$ cat src/sv/zcf_pkg.sv
`timescale 1ns / 1ps
// Shared widths and register codes for the zero-crossing frequency core.
// No dependencies; the interfaces, the core and zcf_mul use it, zcf_div does not.
package zcf_pkg;

   localparam int CALIB_W    = 16;
   localparam int RATE_W     = 24;
   localparam int HYST_W     = 8;
   localparam int FREQ_W     = 32;
   localparam int RISE_W     = 32;
   localparam int FRAC_W     = 8;
   localparam int PROD_W     = RISE_W + RATE_W;
   localparam int CSR_IDX_W  = 2;
   localparam int CSR_DATA_W = RATE_W;

   localparam logic [CSR_IDX_W-1:0] CSR_CALIB_COUNT  = 2'd0;
   localparam logic [CSR_IDX_W-1:0] CSR_SAMPLE_RATE  = 2'd1;
   localparam logic [CSR_IDX_W-1:0] CSR_HYST_DIVISOR = 2'd2;

   localparam logic [CALIB_W-1:0] CALIB_RESET = 16'd1024;
   localparam logic [RATE_W-1:0]  RATE_RESET  = 24'd48000;
   localparam logic [HYST_W-1:0]  HYST_RESET  = 8'd10;

   localparam logic [0:0] REQ_SAMPLE  = 1'b0;
   localparam logic [0:0] REQ_RESTART = 1'b1;

endpackage

$ cat src/sv/zcf_if.sv
`timescale 1ns / 1ps
// Request and result channel interfaces of the zero-crossing frequency core.
// Depends on zcf_pkg for the result field widths.
interface zcf_req_if #(parameter int SAMPLE_BITS = 24);
   logic                          valid;
   logic                          ready;
   logic                          req_type;
   logic signed [SAMPLE_BITS-1:0] sample;

   modport source (output valid, req_type, sample, input ready);
   modport sink   (input valid, req_type, sample, output ready);
endinterface

interface zcf_rsp_if;
   logic                        valid;
   logic                        ready;
   logic [zcf_pkg::FREQ_W-1:0]  frequency_q8;
   logic                        has_result;
   logic [zcf_pkg::RISE_W-1:0]  rise_total;
   logic                        calibrating;

   modport source (output valid, frequency_q8, has_result, rise_total, calibrating,
                   input ready);
   modport sink   (input valid, frequency_q8, has_result, rise_total, calibrating,
                   output ready);
endinterface

$ cat src/sv/stream_zero_crossing_frequency_core.sv
`timescale 1ns / 1ps
// Zero-crossing frequency counter with hysteresis band, digit-serial datapath.
// Depends on zcf_pkg, zcf_if (channel interfaces), zcf_div and zcf_mul.
//
// Usage:
//   req_ch carries one item: a sample (req_type 0) or a restart (req_type 1).
//   rsp_ch returns exactly one result per item, in order.
//   csr_we/csr_index/csr_wdata write calib_count (0), sample_rate (1) and
//   hyst_divisor (2); write them only while no item is in flight.
// Sequencing:
//   One item is worked on at a time; req_ch.ready is high only when the
//   sequencer is idle. A restart, or a sample while no rise has been counted,
//   goes to the result without the serial units. With rises counted the result
//   needs the serial multiply and then the serial divide; the divide is skipped
//   when the quotient would saturate. The sample that closes calibration also
//   runs the mean divide and the band divide first. The shared divider works
//   one quotient bit per cycle.
// Reset and stall:
//   reset restores the register defaults and clears all measurement state.
//   A finished result waits in the output register while rsp_ch.ready is low;
//   the next item is still accepted and held at its end until the slot frees.
module stream_zero_crossing_frequency_core #(
   parameter int SAMPLE_BITS = 24,
   parameter int INDEX_BITS  = 32
) (
   input  logic                             clock,
   input  logic                             reset,
   input  logic                             csr_we,
   input  logic [zcf_pkg::CSR_IDX_W-1:0]    csr_index,
   input  logic [zcf_pkg::CSR_DATA_W-1:0]   csr_wdata,
   zcf_req_if.sink                          req_ch,
   zcf_rsp_if.source                        rsp_ch
);
   import zcf_pkg::*;

   localparam int SUM_W  = SAMPLE_BITS + CALIB_W;   // sum of up to 65535 samples
   localparam int MAG_W  = SUM_W + 1;               // rounded sum magnitude
   localparam int SPAN_W = SAMPLE_BITS + 1;
   localparam int BAND_W = SAMPLE_BITS + 2;
   localparam int QW     = (MAG_W > FREQ_W) ? MAG_W : FREQ_W;
   localparam int DEN_W  = (INDEX_BITS > CALIB_W) ? INDEX_BITS : CALIB_W;
   localparam int CNT_W  = $clog2(QW + 1);
   localparam int LO_W   = PROD_W - FREQ_W;         // product bits below the top word

   localparam logic [3:0] ST_IDLE      = 4'd0;
   localparam logic [3:0] ST_UPDATE    = 4'd1;
   localparam logic [3:0] ST_MEAN      = 4'd2;
   localparam logic [3:0] ST_MEAN_WAIT = 4'd3;
   localparam logic [3:0] ST_HALF      = 4'd4;
   localparam logic [3:0] ST_HALF_WAIT = 4'd5;
   localparam logic [3:0] ST_FREQ      = 4'd6;
   localparam logic [3:0] ST_MUL_WAIT  = 4'd7;
   localparam logic [3:0] ST_FDIV_WAIT = 4'd8;
   localparam logic [3:0] ST_DONE      = 4'd9;

   localparam logic [INDEX_BITS-1:0] IDX_MAX = {INDEX_BITS{1'b1}};
   localparam logic [RISE_W-1:0]     RISE_MAX = {RISE_W{1'b1}};

   // configuration
   logic [CALIB_W-1:0] calib_ff, calib_in;
   logic [RATE_W-1:0]  rate_ff, rate_in;
   logic [HYST_W-1:0]  hyst_ff, hyst_in;

   // sequencer and captured item
   logic [3:0]                    state_ff, state_in;
   logic                          restart_ff, restart_in;
   logic signed [SAMPLE_BITS-1:0] y_ff, y_in;

   // measurement state
   logic [INDEX_BITS-1:0]         idx_ff, idx_in;
   logic signed [SUM_W-1:0]       sum_ff, sum_in;
   logic signed [SAMPLE_BITS-1:0] min_ff, min_in;
   logic signed [SAMPLE_BITS-1:0] max_ff, max_in;
   logic signed [SAMPLE_BITS-1:0] mean_ff, mean_in;
   logic signed [BAND_W-1:0]      blo_ff, blo_in;
   logic signed [BAND_W-1:0]      bhi_ff, bhi_in;
   logic [INDEX_BITS-1:0]         first_ff, first_in;
   logic                          first_seen_ff, first_seen_in;
   logic [INDEX_BITS-1:0]         last_ff, last_in;
   logic [RISE_W-1:0]             rise_ff, rise_in;
   logic                          pol_known_ff, pol_known_in;
   logic                          last_above_ff, last_above_in;
   logic [FREQ_W-1:0]             freq_ff, freq_in;

   // output register
   logic                          rsp_valid_ff, rsp_valid_in;
   logic [FREQ_W-1:0]             rsp_freq_ff, rsp_freq_in;
   logic                          rsp_has_ff, rsp_has_in;
   logic [RISE_W-1:0]             rsp_rise_ff, rsp_rise_in;
   logic                          rsp_cal_ff, rsp_cal_in;

   // serial units
   logic              div_start;
   logic [CNT_W-1:0]  div_steps;
   logic [DEN_W-1:0]  div_rem;
   logic [QW-1:0]     div_dividend;
   logic [DEN_W-1:0]  div_den;
   logic              div_done;
   logic [QW-1:0]     div_quot;
   logic              mul_start;
   logic              mul_done;
   logic [PROD_W-1:0] mul_prod;

   // datapath helpers
   logic [INDEX_BITS-1:0]         calib_ext;
   logic                          in_calib;
   logic                          calib_last;
   logic signed [SAMPLE_BITS-1:0] min_pick, max_pick;
   logic signed [BAND_W-1:0]      y_band;
   logic                          above, in_band;
   logic [MAG_W-1:0]              mean_num, mean_mag;
   logic                          mean_neg;
   logic [SAMPLE_BITS-1:0]        mean_q;
   logic [SPAN_W-1:0]             span, half;
   logic [HYST_W-1:0]             hyst_eff;
   logic [INDEX_BITS-1:0]         period;
   logic [FREQ_W-1:0]             num_hi;
   logic [FREQ_W-1:0]             num_lo;
   logic                          freq_sat;
   logic                          rsp_free;

   zcf_div #(.QUOT_W(QW), .DEN_W(DEN_W), .CNT_W(CNT_W)) u_div (
      .clock    (clock),
      .reset    (reset),
      .start    (div_start),
      .steps    (div_steps),
      .rem_init (div_rem),
      .dividend (div_dividend),
      .divisor  (div_den),
      .done     (div_done),
      .quotient (div_quot)
   );

   zcf_mul u_mul (
      .clock   (clock),
      .reset   (reset),
      .start   (mul_start),
      .mcand   (rise_ff),
      .mplier  (rate_ff),
      .done    (mul_done),
      .product (mul_prod)
   );

   // calibration bookkeeping
   assign calib_ext  = INDEX_BITS'(calib_ff);
   assign in_calib   = idx_ff < calib_ext;
   assign calib_last = (idx_ff + INDEX_BITS'(1)) == calib_ext;
   assign min_pick   = (idx_ff == '0 || y_ff < min_ff) ? y_ff : min_ff;
   assign max_pick   = (idx_ff == '0 || y_ff > max_ff) ? y_ff : max_ff;

   // crossing test against the band and the mean
   assign y_band  = BAND_W'(y_ff);
   assign above   = y_ff > mean_ff;
   assign in_band = (y_band > blo_ff) && (y_band < bhi_ff);

   // rounded mean: trunc((sum + n/2) / n), sign handled around the divide
   assign mean_num = MAG_W'(sum_ff) + MAG_W'(calib_ff[CALIB_W-1:1]);
   assign mean_neg = mean_num[MAG_W-1];
   assign mean_mag = mean_neg ? (~mean_num + MAG_W'(1)) : mean_num;
   assign mean_q   = div_quot[SAMPLE_BITS-1:0];

   assign span     = SPAN_W'(max_ff) - SPAN_W'(min_ff);
   assign half     = div_quot[SPAN_W-1:0];
   assign hyst_eff = (hyst_ff == '0) ? HYST_W'(1) : hyst_ff;

   // frequency: rise*rate*256 / period, the top word decides saturation
   assign period   = last_ff - first_ff;
   assign num_hi   = mul_prod[PROD_W-1:LO_W];
   assign num_lo   = {mul_prod[LO_W-1:0], {FRAC_W{1'b0}}};
   assign freq_sat = num_hi >= FREQ_W'(period);

   assign rsp_free = !rsp_valid_ff || rsp_ch.ready;

   // operand selection for the shared divider, and the multiplier start
   always_comb begin
      div_start    = 1'b0;
      div_steps    = CNT_W'(MAG_W);
      div_rem      = '0;
      div_dividend = QW'(mean_mag) << (QW - MAG_W);
      div_den      = DEN_W'(calib_ff);
      mul_start    = 1'b0;
      unique case (state_ff)
         ST_MEAN: begin
            div_start = 1'b1;
         end
         ST_HALF: begin
            div_start    = 1'b1;
            div_steps    = CNT_W'(SPAN_W);
            div_dividend = QW'(span) << (QW - SPAN_W);
            div_den      = DEN_W'(hyst_eff);
         end
         ST_MUL_WAIT: begin
            div_start    = mul_done && !freq_sat;
            div_steps    = CNT_W'(FREQ_W);
            div_rem      = DEN_W'(num_hi);
            div_dividend = QW'(num_lo) << (QW - FREQ_W);
            div_den      = DEN_W'(period);
         end
         ST_FREQ: begin
            mul_start = rise_ff != '0;
         end
         default: begin
         end
      endcase
   end

   always_comb begin
      calib_in      = calib_ff;
      rate_in       = rate_ff;
      hyst_in       = hyst_ff;
      state_in      = state_ff;
      restart_in    = restart_ff;
      y_in          = y_ff;
      idx_in        = idx_ff;
      sum_in        = sum_ff;
      min_in        = min_ff;
      max_in        = max_ff;
      mean_in       = mean_ff;
      blo_in        = blo_ff;
      bhi_in        = bhi_ff;
      first_in      = first_ff;
      first_seen_in = first_seen_ff;
      last_in       = last_ff;
      rise_in       = rise_ff;
      pol_known_in  = pol_known_ff;
      last_above_in = last_above_ff;
      freq_in       = freq_ff;
      rsp_valid_in  = rsp_valid_ff && !rsp_ch.ready;
      rsp_freq_in   = rsp_freq_ff;
      rsp_has_in    = rsp_has_ff;
      rsp_rise_in   = rsp_rise_ff;
      rsp_cal_in    = rsp_cal_ff;

      // register writes; indexes past the list are dropped
      if (csr_we) begin
         unique case (csr_index)
            CSR_CALIB_COUNT:  calib_in = csr_wdata[CALIB_W-1:0];
            CSR_SAMPLE_RATE:  rate_in  = csr_wdata[RATE_W-1:0];
            CSR_HYST_DIVISOR: hyst_in  = csr_wdata[HYST_W-1:0];
            default: begin
            end
         endcase
      end

      unique case (state_ff)
         ST_IDLE: begin
            if (req_ch.valid) begin
               restart_in = req_ch.req_type == REQ_RESTART;
               y_in       = req_ch.sample;
               state_in   = ST_UPDATE;
            end
         end
         ST_UPDATE: begin
            state_in = ST_FREQ;
            if (restart_ff) begin
               // clear all measurement state
               idx_in        = '0;
               sum_in        = '0;
               min_in        = '0;
               max_in        = '0;
               mean_in       = '0;
               blo_in        = '0;
               bhi_in        = '0;
               first_in      = '0;
               first_seen_in = 1'b0;
               last_in       = '0;
               rise_in       = '0;
               pol_known_in  = 1'b0;
               last_above_in = 1'b0;
            end else begin
               if (in_calib) begin
                  sum_in = sum_ff + SUM_W'(y_ff);
                  min_in = min_pick;
                  max_in = max_pick;
                  if (calib_last) begin
                     state_in = ST_MEAN;
                  end
               end else if (!in_band) begin
                  if (!pol_known_ff) begin
                     pol_known_in  = 1'b1;
                     last_above_in = above;
                  end else if (last_above_ff != above) begin
                     if (above) begin
                        if (!first_seen_ff) begin
                           first_seen_in = 1'b1;
                           first_in      = idx_ff;
                        end else begin
                           last_in = idx_ff;
                           if (rise_ff != RISE_MAX) begin
                              rise_in = rise_ff + RISE_W'(1);
                           end
                        end
                     end
                     last_above_in = above;
                  end
               end
               // advance the index, holding at the top
               if (idx_ff != IDX_MAX) begin
                  idx_in = idx_ff + INDEX_BITS'(1);
               end
            end
         end
         ST_MEAN: begin
            state_in = ST_MEAN_WAIT;
         end
         ST_MEAN_WAIT: begin
            if (div_done) begin
               mean_in  = mean_neg ? $signed(~mean_q + SAMPLE_BITS'(1)) : $signed(mean_q);
               state_in = ST_HALF;
            end
         end
         ST_HALF: begin
            state_in = ST_HALF_WAIT;
         end
         ST_HALF_WAIT: begin
            if (div_done) begin
               blo_in   = BAND_W'(mean_ff) - $signed(BAND_W'(half));
               bhi_in   = BAND_W'(mean_ff) + $signed(BAND_W'(half));
               state_in = ST_FREQ;
            end
         end
         ST_FREQ: begin
            if (rise_ff == '0) begin
               freq_in  = '0;
               state_in = ST_DONE;
            end else begin
               state_in = ST_MUL_WAIT;
            end
         end
         ST_MUL_WAIT: begin
            if (mul_done) begin
               if (freq_sat) begin
                  freq_in  = {FREQ_W{1'b1}};
                  state_in = ST_DONE;
               end else begin
                  state_in = ST_FDIV_WAIT;
               end
            end
         end
         ST_FDIV_WAIT: begin
            if (div_done) begin
               freq_in  = div_quot[FREQ_W-1:0];
               state_in = ST_DONE;
            end
         end
         ST_DONE: begin
            // hold the result until the output slot is free
            if (rsp_free) begin
               rsp_valid_in = 1'b1;
               rsp_freq_in  = freq_ff;
               rsp_has_in   = rise_ff != '0;
               rsp_rise_in  = rise_ff;
               rsp_cal_in   = in_calib;
               state_in     = ST_IDLE;
            end
         end
         default: begin
            state_in = ST_IDLE;
         end
      endcase
   end

   always_ff @(posedge clock) begin
      if (reset) begin
         calib_ff      <= CALIB_RESET;
         rate_ff       <= RATE_RESET;
         hyst_ff       <= HYST_RESET;
         state_ff      <= ST_IDLE;
         rsp_valid_ff  <= 1'b0;
         idx_ff        <= '0;
         sum_ff        <= '0;
         min_ff        <= '0;
         max_ff        <= '0;
         mean_ff       <= '0;
         blo_ff        <= '0;
         bhi_ff        <= '0;
         first_ff      <= '0;
         first_seen_ff <= 1'b0;
         last_ff       <= '0;
         rise_ff       <= '0;
         pol_known_ff  <= 1'b0;
         last_above_ff <= 1'b0;
      end else begin
         calib_ff      <= calib_in;
         rate_ff       <= rate_in;
         hyst_ff       <= hyst_in;
         state_ff      <= state_in;
         rsp_valid_ff  <= rsp_valid_in;
         idx_ff        <= idx_in;
         sum_ff        <= sum_in;
         min_ff        <= min_in;
         max_ff        <= max_in;
         mean_ff       <= mean_in;
         blo_ff        <= blo_in;
         bhi_ff        <= bhi_in;
         first_ff      <= first_in;
         first_seen_ff <= first_seen_in;
         last_ff       <= last_in;
         rise_ff       <= rise_in;
         pol_known_ff  <= pol_known_in;
         last_above_ff <= last_above_in;
      end
      restart_ff  <= restart_in;
      y_ff        <= y_in;
      freq_ff     <= freq_in;
      rsp_freq_ff <= rsp_freq_in;
      rsp_has_ff  <= rsp_has_in;
      rsp_rise_ff <= rsp_rise_in;
      rsp_cal_ff  <= rsp_cal_in;
   end

   assign req_ch.ready        = state_ff == ST_IDLE;
   assign rsp_ch.valid        = rsp_valid_ff;
   assign rsp_ch.frequency_q8 = rsp_freq_ff;
   assign rsp_ch.has_result   = rsp_has_ff;
   assign rsp_ch.rise_total   = rsp_rise_ff;
   assign rsp_ch.calibrating  = rsp_cal_ff;

endmodule

$ cat src/sv/zcf_div.sv
`timescale 1ns / 1ps
// Bit-serial restoring divider: one quotient bit per cycle.
// Depends on nothing but its parameters; zcf_pkg is not needed.
module zcf_div #(
   parameter int QUOT_W = 49,
   parameter int DEN_W  = 32,
   parameter int CNT_W  = 6
) (
   input  logic              clock,
   input  logic              reset,
   input  logic              start,
   input  logic [CNT_W-1:0]  steps,
   input  logic [DEN_W-1:0]  rem_init,
   input  logic [QUOT_W-1:0] dividend,
   input  logic [DEN_W-1:0]  divisor,
   output logic              done,
   output logic [QUOT_W-1:0] quotient
);

   logic              busy_ff, busy_in;
   logic              done_ff, done_in;
   logic [CNT_W-1:0]  cnt_ff, cnt_in;
   logic [DEN_W-1:0]  rem_ff, rem_in;
   logic [DEN_W-1:0]  den_ff, den_in;
   logic [QUOT_W-1:0] quo_ff, quo_in;

   logic [DEN_W:0]    shifted;
   logic [DEN_W+1:0]  diff;
   logic              borrow;

   // dividend is left-aligned; its MSB shifts into the partial remainder
   assign shifted = {rem_ff, quo_ff[QUOT_W-1]};
   assign diff    = {1'b0, shifted} - {2'b00, den_ff};
   assign borrow  = diff[DEN_W+1];

   always_comb begin
      busy_in = busy_ff;
      done_in = 1'b0;
      cnt_in  = cnt_ff;
      rem_in  = rem_ff;
      den_in  = den_ff;
      quo_in  = quo_ff;
      if (start && !busy_ff) begin
         busy_in = 1'b1;
         cnt_in  = steps;
         rem_in  = rem_init;
         den_in  = divisor;
         quo_in  = dividend;
      end else if (busy_ff) begin
         rem_in = borrow ? shifted[DEN_W-1:0] : diff[DEN_W-1:0];
         quo_in = {quo_ff[QUOT_W-2:0], ~borrow};
         cnt_in = cnt_ff - 1'b1;
         if (cnt_ff == CNT_W'(1)) begin
            busy_in = 1'b0;
            done_in = 1'b1;
         end
      end
   end

   always_ff @(posedge clock) begin
      if (reset) begin
         busy_ff <= 1'b0;
         done_ff <= 1'b0;
         cnt_ff  <= '0;
      end else begin
         busy_ff <= busy_in;
         done_ff <= done_in;
         cnt_ff  <= cnt_in;
      end
      rem_ff <= rem_in;
      den_ff <= den_in;
      quo_ff <= quo_in;
   end

   assign done     = done_ff;
   assign quotient = quo_ff;

endmodule

$ cat src/sv/zcf_mul.sv
`timescale 1ns / 1ps
// Bit-serial shift-add multiplier: rise count times sample rate.
// Depends on zcf_pkg for operand and product widths.
module zcf_mul (
   input  logic                         clock,
   input  logic                         reset,
   input  logic                         start,
   input  logic [zcf_pkg::RISE_W-1:0]   mcand,
   input  logic [zcf_pkg::RATE_W-1:0]   mplier,
   output logic                         done,
   output logic [zcf_pkg::PROD_W-1:0]   product
);
   import zcf_pkg::*;

   localparam int CNT_W = $clog2(RATE_W + 1);

   logic              busy_ff, busy_in;
   logic              done_ff, done_in;
   logic [CNT_W-1:0]  cnt_ff, cnt_in;
   logic [RISE_W-1:0] mcand_ff, mcand_in;
   logic [PROD_W-1:0] acc_ff, acc_in;
   logic [RISE_W:0]   upper;

   // add the multiplicand into the top when the next multiplier bit is set
   assign upper = {1'b0, acc_ff[PROD_W-1:RATE_W]} +
                  {1'b0, (acc_ff[0] ? mcand_ff : {RISE_W{1'b0}})};

   always_comb begin
      busy_in  = busy_ff;
      done_in  = 1'b0;
      cnt_in   = cnt_ff;
      mcand_in = mcand_ff;
      acc_in   = acc_ff;
      if (start && !busy_ff) begin
         busy_in  = 1'b1;
         cnt_in   = CNT_W'(RATE_W);
         mcand_in = mcand;
         acc_in   = {{RISE_W{1'b0}}, mplier};
      end else if (busy_ff) begin
         acc_in = {upper, acc_ff[RATE_W-1:1]};
         cnt_in = cnt_ff - 1'b1;
         if (cnt_ff == CNT_W'(1)) begin
            busy_in = 1'b0;
            done_in = 1'b1;
         end
      end
   end

   always_ff @(posedge clock) begin
      if (reset) begin
         busy_ff <= 1'b0;
         done_ff <= 1'b0;
         cnt_ff  <= '0;
      end else begin
         busy_ff <= busy_in;
         done_ff <= done_in;
         cnt_ff  <= cnt_in;
      end
      mcand_ff <= mcand_in;
      acc_ff   <= acc_in;
   end

   assign done    = done_ff;
   assign product = acc_ff;

endmodule
$ cat src/flat_wrapper.sv
// flat-port wrapper written by rule: the top's interface ports become plain ports
module stream_zero_crossing_frequency_core_flat import zcf_pkg::*;
#(
   parameter int SAMPLE_BITS = 24,
   parameter int INDEX_BITS  = 32
)
  (clock, reset, csr_we, csr_index, csr_wdata, req_ch_valid, req_ch_req_type, req_ch_sample, req_ch_ready, rsp_ch_valid, rsp_ch_frequency_q8, rsp_ch_has_result, rsp_ch_rise_total, rsp_ch_calibrating, rsp_ch_ready);
  zcf_req_if #(.SAMPLE_BITS(SAMPLE_BITS)) req_ch_i ();
  zcf_rsp_if rsp_ch_i ();
  input  logic clock;
  input  logic reset;
  input  logic csr_we;
  input  logic [zcf_pkg::CSR_IDX_W-1:0] csr_index;
  input  logic [zcf_pkg::CSR_DATA_W-1:0] csr_wdata;
  input wire logic [$bits(req_ch_i.valid)-1:0] req_ch_valid;
  input wire logic [$bits(req_ch_i.req_type)-1:0] req_ch_req_type;
  input wire logic [$bits(req_ch_i.sample)-1:0] req_ch_sample;
  output wire logic [$bits(req_ch_i.ready)-1:0] req_ch_ready;
  output wire logic [$bits(rsp_ch_i.valid)-1:0] rsp_ch_valid;
  output wire logic [$bits(rsp_ch_i.frequency_q8)-1:0] rsp_ch_frequency_q8;
  output wire logic [$bits(rsp_ch_i.has_result)-1:0] rsp_ch_has_result;
  output wire logic [$bits(rsp_ch_i.rise_total)-1:0] rsp_ch_rise_total;
  output wire logic [$bits(rsp_ch_i.calibrating)-1:0] rsp_ch_calibrating;
  input wire logic [$bits(rsp_ch_i.ready)-1:0] rsp_ch_ready;
  assign req_ch_i.valid = req_ch_valid;
  assign req_ch_i.req_type = req_ch_req_type;
  assign req_ch_i.sample = req_ch_sample;
  assign req_ch_ready = req_ch_i.ready;
  assign rsp_ch_valid = rsp_ch_i.valid;
  assign rsp_ch_frequency_q8 = rsp_ch_i.frequency_q8;
  assign rsp_ch_has_result = rsp_ch_i.has_result;
  assign rsp_ch_rise_total = rsp_ch_i.rise_total;
  assign rsp_ch_calibrating = rsp_ch_i.calibrating;
  assign rsp_ch_i.ready = rsp_ch_ready;
  stream_zero_crossing_frequency_core #(.SAMPLE_BITS(SAMPLE_BITS), .INDEX_BITS(INDEX_BITS)) u_core (.clock(clock), .reset(reset), .csr_we(csr_we), .csr_index(csr_index), .csr_wdata(csr_wdata), .req_ch(req_ch_i), .rsp_ch(rsp_ch_i));
endmodule
$ cat config.mk
export PLATFORM = sky130hd
export DESIGN_NAME = stream_zero_crossing_frequency_core_flat
export DESIGN_NICKNAME = d
export VERILOG_FILES = /design/src/sv/zcf_pkg.sv /design/src/sv/zcf_if.sv /design/src/sv/stream_zero_crossing_frequency_core.sv /design/src/sv/zcf_div.sv /design/src/sv/zcf_mul.sv /design/src/flat_wrapper.sv
export SDC_FILE = /design/constraint.sdc
export NUM_CORES = 2
export LEC_CHECK = 0
export BUFFER_PORTS_ARGS = -buffer_cell sky130_fd_sc_hd__buf_4
export CAP_MARGIN = 15
export CORE_MARGIN = 2
export CORE_UTILIZATION = 30
export CTS_BUF_LIST = sky130_fd_sc_hd__clkbuf_4
export DETAILED_ROUTE_END_ITERATION = 7
export HOLD_SLACK_MARGIN = 0.15
export PLACE_DENSITY = 0.46
export SKIP_CTS_REPAIR_TIMING = 1
export SLEW_MARGIN = 20
export SYNTH_ARGS = -nofsm -noshare
export SYNTH_HDL_FRONTEND = slang
export SYNTH_SLANG_ARGS = --single-unit
$ cat constraint.sdc
create_clock -name clock -period 8.17 [get_ports clock]
set_input_delay 0.4085 -clock clock [delete_from_list [all_inputs] [get_ports clock]]
set_output_delay 0.4085 -clock clock [all_outputs]
set_load 0.02 [all_outputs]
Word level (Yosys, flattened, before mapping)
Cells that the tools add are included.

Add/sub/neg operators: 14. Order comparisons: 7. Equality and inequality tests: 30. Multiplexer cells: 102. Bitwise gates (word level): 5. Reductions and logical operators: 56.

Operator list (number): 32-bit 2-to-1 mux (33); 24-bit 2-to-1 mux (11); 41-bit 2-to-1 mux (3); 26-bit one-hot mux with 2 select lines (2); 32-bit one-hot mux with 3 select lines (1); 41-bit one-hot mux with 2 select lines (1); 40-bit 2-to-1 mux (2); 26-bit 2-to-1 mux (3); 32-bit by 1-bit adder with 32-bit output, second input constant (2); 32-bit zero test (2); 32-bit inequality test, second input constant (2); 32-bit one-hot mux with 2 select lines (1); 24-bit > comparator (2); 24-bit one-hot mux with 2 select lines (1); 40-bit by 16-bit adder with 41-bit output (1); 41-bit by 1-bit adder with 41-bit output, second input constant (1); 41-bit NOT (1); 40-bit by 24-bit adder with 40-bit output (1); 4-bit one-hot mux with 10 select lines (1); 4-bit 2-to-1 mux (9); 33-bit by 32-bit subtractor with 34-bit output (1); 32-bit by 32-bit adder with 33-bit output (1); 32-bit by 16-bit == test with 1-bit output (1); 32-bit greater-or-equal comparator (1); 50 further kinds (130).

Flip-flop bits (word level): 679. Output and inout bits: 68.

Longest topological paths before layout
Depth after elaboration: 9. Depth in mapped cells: 28.

Modules after synthesis
A second synthesis with hierarchy kept.

Cell total of the unflattened synthesis: 5106. Area total of the unflattened synthesis: 44727.9 um2.

By module, submodules not included: stream_zero_crossing_frequency_core (instances 1, cells an instance 3881, area each 32608.8 um2, seq. area each 10640.2 um2); zcf_div (instances 1, cells an instance 712, area each 6825.3 um2, seq. area each 3313.2 um2); zcf_mul (instances 1, cells an instance 513, area each 5293.8 um2, seq. area each 2462.4 um2).

Least setup slack after synthesis
OpenSTA, ideal clock, no wires.

Kind: register -> register. Start: register u_core.last_ff[0]. End: register u_core.freq_ff[0], enable pin. Arrival time: 5.957 ns. Data required time: 7.700 ns. Setup slack: 1.743 ns. Stages on the path, launching flop included: 23. Clock period less this slack: 6.427 ns. Path through: dfxtp_1 -> inv_1 -> ha_1 -> inv_1 -> fa_1 -> a21o_1 -> a21oi_1 -> o21a_1 -> o21bai_1 -> a31o_2 -> a21oi_1 -> a211oi_1 -> o2bb2ai_1 -> a31oi_1 -> xor2_1 -> ha_1 -> nand2_1 -> nor3_1 -> o21ai_0 -> a21o_1 -> a41oi_1 -> a211oi_1 -> a21boi_0.

Word-level cells in the longest chain between the ends: 4.

RTL lines: from (decl) (RTL line stream_zero_crossing_frequency_core.sv:79) `logic [INDEX_BITS-1:0] last_ff, last_in;`; from (signal assigned) (RTL line stream_zero_crossing_frequency_core.sv:398) `last_ff <= last_in;`; 32-bit subtractor (RTL line stream_zero_crossing_frequency_core.sv:167) `assign period = last_ff - first_ff;`; 32-bit greater-or-equal comparator (RTL line stream_zero_crossing_frequency_core.sv:170) `assign freq_sat = num_hi >= FREQ_W'(period);`; 2-bit by 1-bit inequality test with 1-bit output (no source line); 5-bit AND reduction (no source line); to (signal assigned) (RTL line stream_zero_crossing_frequency_core.sv:405) `freq_ff <= freq_in;`; to (decl) (RTL line stream_zero_crossing_frequency_core.sv:83) `logic [FREQ_W-1:0] freq_ff, freq_in;`.

No other way between the ends. A chain may end at the register's enable or synchronous reset.

Worst setup path after layout
Start: register u_core.last_ff[0]. End: register u_core.u_div.quo_ff[2], in the netlist u_core.u_div.quotient[2], enable pin.

Word-level cells in the longest chain between the ends: 7.

RTL lines: 32-bit subtractor (RTL line stream_zero_crossing_frequency_core.sv:167); 32-bit greater-or-equal comparator (RTL line stream_zero_crossing_frequency_core.sv:170); 1-bit zero test (RTL line stream_zero_crossing_frequency_core.sv:193) `div_start = mul_done && !freq_sat;`; 1-bit logical AND (RTL line stream_zero_crossing_frequency_core.sv:193); 1-bit one-hot mux with 2 select lines (RTL line stream_zero_crossing_frequency_core.sv:182) `unique case (state_ff)`; 1-bit logical AND (RTL line zcf_div.sv:43) `if (start && !busy_ff) begin`; 2-bit nonzero test (no source line); to (signal assigned) (RTL line zcf_div.sv:72) `quo_ff <= quo_in;`; to (decl) (RTL line zcf_div.sv:25) `logic [QUOT_W-1:0] quo_ff, quo_in;`.

No other way between the ends.

==> results.rst <==
.. list-table::
   :header-rows: 1

   * - Metric
     - Value
   * - Critical path's largest stage delay
     - ~650 ps
   * - Total Power
     - about 16 mW
   * - Congestion Overflow GR
     - 0
   * - Clock latency on the worst-skew pair
     - roughly 1200 ps
   * - Clock-pin slew reported for the worst setup and hold paths after clock tree synthesis
     - ~70 ps
   * - Aggregate routed wire length
     - between 150000 and 200000 um
   * - Net count after synthesis
     - approximately 5600
   * - Routed Antenna Nets
     - 0
   * - Mapped cell area
     - around 45000 um2
   * - Global-route wire length before repair
     - about 230000 um
   * - Min-delay worst type
     - in2reg
   * - Max-cap violations
     - 0
   * - Final setup violation count
     - 0
   * - Number of inserted filler cells in the final layout
     - ~15000
   * - Initial DRT Pass Iterations
     - 5
   * - Per-cell routed wire length
     - ~21 um
   * - Num ports
     - about 120
   * - Number of warning messages in the yosys log
     - 0
   * - Critical path class
     - reg2reg
   * - Buffer levels on the longest clock path
     - 3
   * - Cell type with the highest aggregate area in the netlist
     - edfxtp_1
   * - Hold Fails Final Rpt
     - 0
   * - Sinks on Clock Net
     - ~680
   * - Fin area
     - a little over 50000 um2
   * - Number of buffers inserted during clock tree synthesis
     - slightly below 200
   * - Routability congestion estimate
     - 0.9270
   * - Top flip-flop cell by instance count after synthesis
     - dfxtp_1
   * - Run status
     - finished, final reports clean
   * - Minimum clock period
     - between 6000 and 7000 ps
   * - Number of standard cells after synthesis
     - roughly 5100
   * - Share of the clock period used by the worst path after layout
     - about three quarters
   * - Launch point of the worst path
     - u_core.last_ff[0]
   * - Rows
     - roughly 140
   * - Cell types with the highest counts after synthesis
     - a21oi_1 (420), nand2_1 (405), ha_1 (403)
   * - RSZ-0062 raised after global routing
     - false
   * - Sequential share of the synthesized area
     - between 30% and 40%
   * - Worst Min Path Start
     - reset
   * - Height of the chip
     - 390.3 um
   * - Top post-synthesis cells by area
     - edfxtp_1 (19%), dfxtp_1 (18%), ha_1 (11%), a21oi_1 (4.7%), xnor2_1 (3.5%)
   * - Via count
     - 39270
   * - Required time worst endpoint
     - 9060 ps
   * - Buffers on Ports
     - roughly 120
   * - Total count of max-transition violations in the final report
     - 0
   * - Proportion of synthesized flip-flops having asynchronous set or reset
     - 0%
   * - Area of the placeable core
     - ~150000 um2
   * - Startpoint of the worst-slack reg-to-reg timing path
     - u_core.last_ff[0]
   * - Leading cell type by number of instances after synthesis
     - a21oi_1
   * - Clock tree skew after final layout
     - slightly above 100 ps
   * - H-tree depth reported by CTS
     - 4
   * - Area of the multi-input gates
     - 26280 um2
   * - Yosys top cell area share
     - approximately a fifth
   * - Total Neg Setup Slack
     - 0 ps
   * - Distinct cell type count of the synthesized netlist
     - 95
   * - Critical path peak fanout
     - 41
   * - Avg Vias per Cell
     - around 5.3
   * - Pwr/cell area
     - 318.6 nW/um2
   * - Number of global-route vias before repair
     - about 37000
   * - Critical-path top delay cell
     - clkinv_2
   * - Worst path arrival time
     - approximately 6900 ps
   * - Clock Root Buffer
     - clkbuf_4
   * - Detailed-placement wirelength estimate
     - around 120000 um
   * - Upper clock frequency limit
     - between 0.15 and 0.2 GHz
   * - Type of element launching the critical path
     - flip-flop
   * - Register Area
     - approximately 16000 um2
   * - GRT Total Usage
     - between 10% and 20%
   * - Pin slew with the least headroom to its limit
     - between 1000 and 1500 ps
   * - CP endpoint kind
     - flip-flop
   * - Initial detailed-routing violation count
     - slightly above 3000
   * - Placement-stage cell area
     - 47810 um2
   * - Leakage power summed over all cells
     - between 20 and 25 nW
   * - Final Net Count
     - 5838
   * - Mapped Avg Cell Area
     - 8.759 um2
   * - Die Footprint
     - 152300 um2
   * - Post-synth EDFFs
     - roughly 280
   * - Worst VDD drop
     - between 0.2 and 0.25 mV
   * - Die X-Extent
     - 390.3 um
   * - Number of DRC violations after detailed routing
     - 0
   * - Synth Register Bits
     - approximately 680
   * - CTS tree
     - yes
   * - Relative slew slack
     - between 20% and 30%
   * - Initial core utilization
     - 30.25%
   * - Proportion of layout cells with a drive suffix above 1
     - between 10% and 20%
   * - Antenna violations before repair
     - 16
   * - Pin count of the biggest net entering global routing
     - around 130
   * - Area Growth Syn to Fin
     - 15.35%
## final timing paths
check	end	slack, ps	cells past startpoint
min reg2reg	u_core.rsp_ch.frequency_q8[7]	400	0
min	u_core.sum_ff[31]	310	3
max reg2reg	u_core.u_div.quotient[2]	2160	26
max	u_core.u_div.quotient[2]	2160	26
## flip-flops by register name, summed over array words and instances (netlist names), 25 cells and up
| register | count |
|---|---|
| u_core.rsp_ch.rise_total | 32 |
| u_core.last_ff | 32 |
| u_core.bhi_ff | 25 |
| u_core.idx_ff | 32 |
| u_core.first_ff | 32 |
| u_core.u_mul.mcand_ff | 32 |
| u_core.u_div.quotient | 41 |
| u_core.u_mul.product | 56 |
| u_core.sum_ff | 40 |
| u_core.u_div.den_ff | 32 |
| u_core.rsp_ch.frequency_q8 | 32 |
| u_core.rise_ff | 32 |
| u_core.freq_ff | 32 |
| u_core.u_div.rem_ff | 32 |
| u_core.blo_ff | 26 |
## metrics by stage
stage          util, %  hold WS (ps)  std cells  worst slack, ps
2_1_floorplan        -         400.3       5111             1743
3_3_place_gp     32.30         405.1       6981             2155
3_5_place_dp     32.30         404.5       6981             2084
4_1_cts          34.01        -814.0       7331             2111
5_1_grt          34.88         209.8       7461             1594
6_report         34.89         313.5       7463             2163
## metal layers
metal / part of all wire [%] / track usage (%) / vias to the layer above
li1: - / - / 19130
met1: 49 / 29.08 / 18820
met2: 42 / 28.57 / 1110
met3: 6.6 / 4.400 / 200
met4: 2.3 / 6.311 / 6
met5: 0.026 / 0 / -
## cell type report
type                    instances  area share [%]
multi-input cells            3846           50.90
inverters                     337           2.457
well taps                    1930           4.676
clock buffers                 307           4.463
repair buffers                313           5.238
flip-flops and latches        678           31.79
diodes                          9         0.04361
clock inverters                43          0.4361
## logic make-up after synthesis
| group | count (synthesis) | synth area share (%) |
|---|---|---|
| xor+xnor | 289 | 5.671 |
| mux | 132 | 2.968 |
| compound gates | 1370 | 19.55 |
| flops | 678 | 36.67 |
| buf+inv | 587 | 5.005 |
| fa+ha+maj | 411 | 11.62 |
| simple gates | 1644 | 18.52 |
## cells in the final DEF (no fill, tap or decap), drive strengths merged, types with 66 or more instances in the layout
master and n:
a21o 144, a21oi 420, a22oi 73, buf 192, clkbuf 307, dfxtp 394
dlygate4sd3 121, edfxtp 284, ha 403, inv 346, mux2i 126, nand2 405
nand2b 111, nand3 147, nand4 76, nor2 380, nor2b 74, nor3 95
o21ai 291, or3 66, xnor2 179, xor2 110
## worst max-delay path: cells and delay by family (launching register included)
family | cells | cell delay [ps]
buf+inv | 5 | 1460
flops | 1 | 310
fa+ha+maj | 3 | 740
xor+xnor | 1 | 290
compound gates | 13 | 2270
simple gates | 4 | 700
## report_power, final
part | switching [mW] | total (mW) | internal, mW
registers | 0.741 | 5.11 | 4.37
logic | 5.09 | 8.03 | 2.95
clock network | 1.60 | 3.31 | 1.71
total | 7.43 | 16.5 | 9.02
Power figures use the tool's default switching activity.
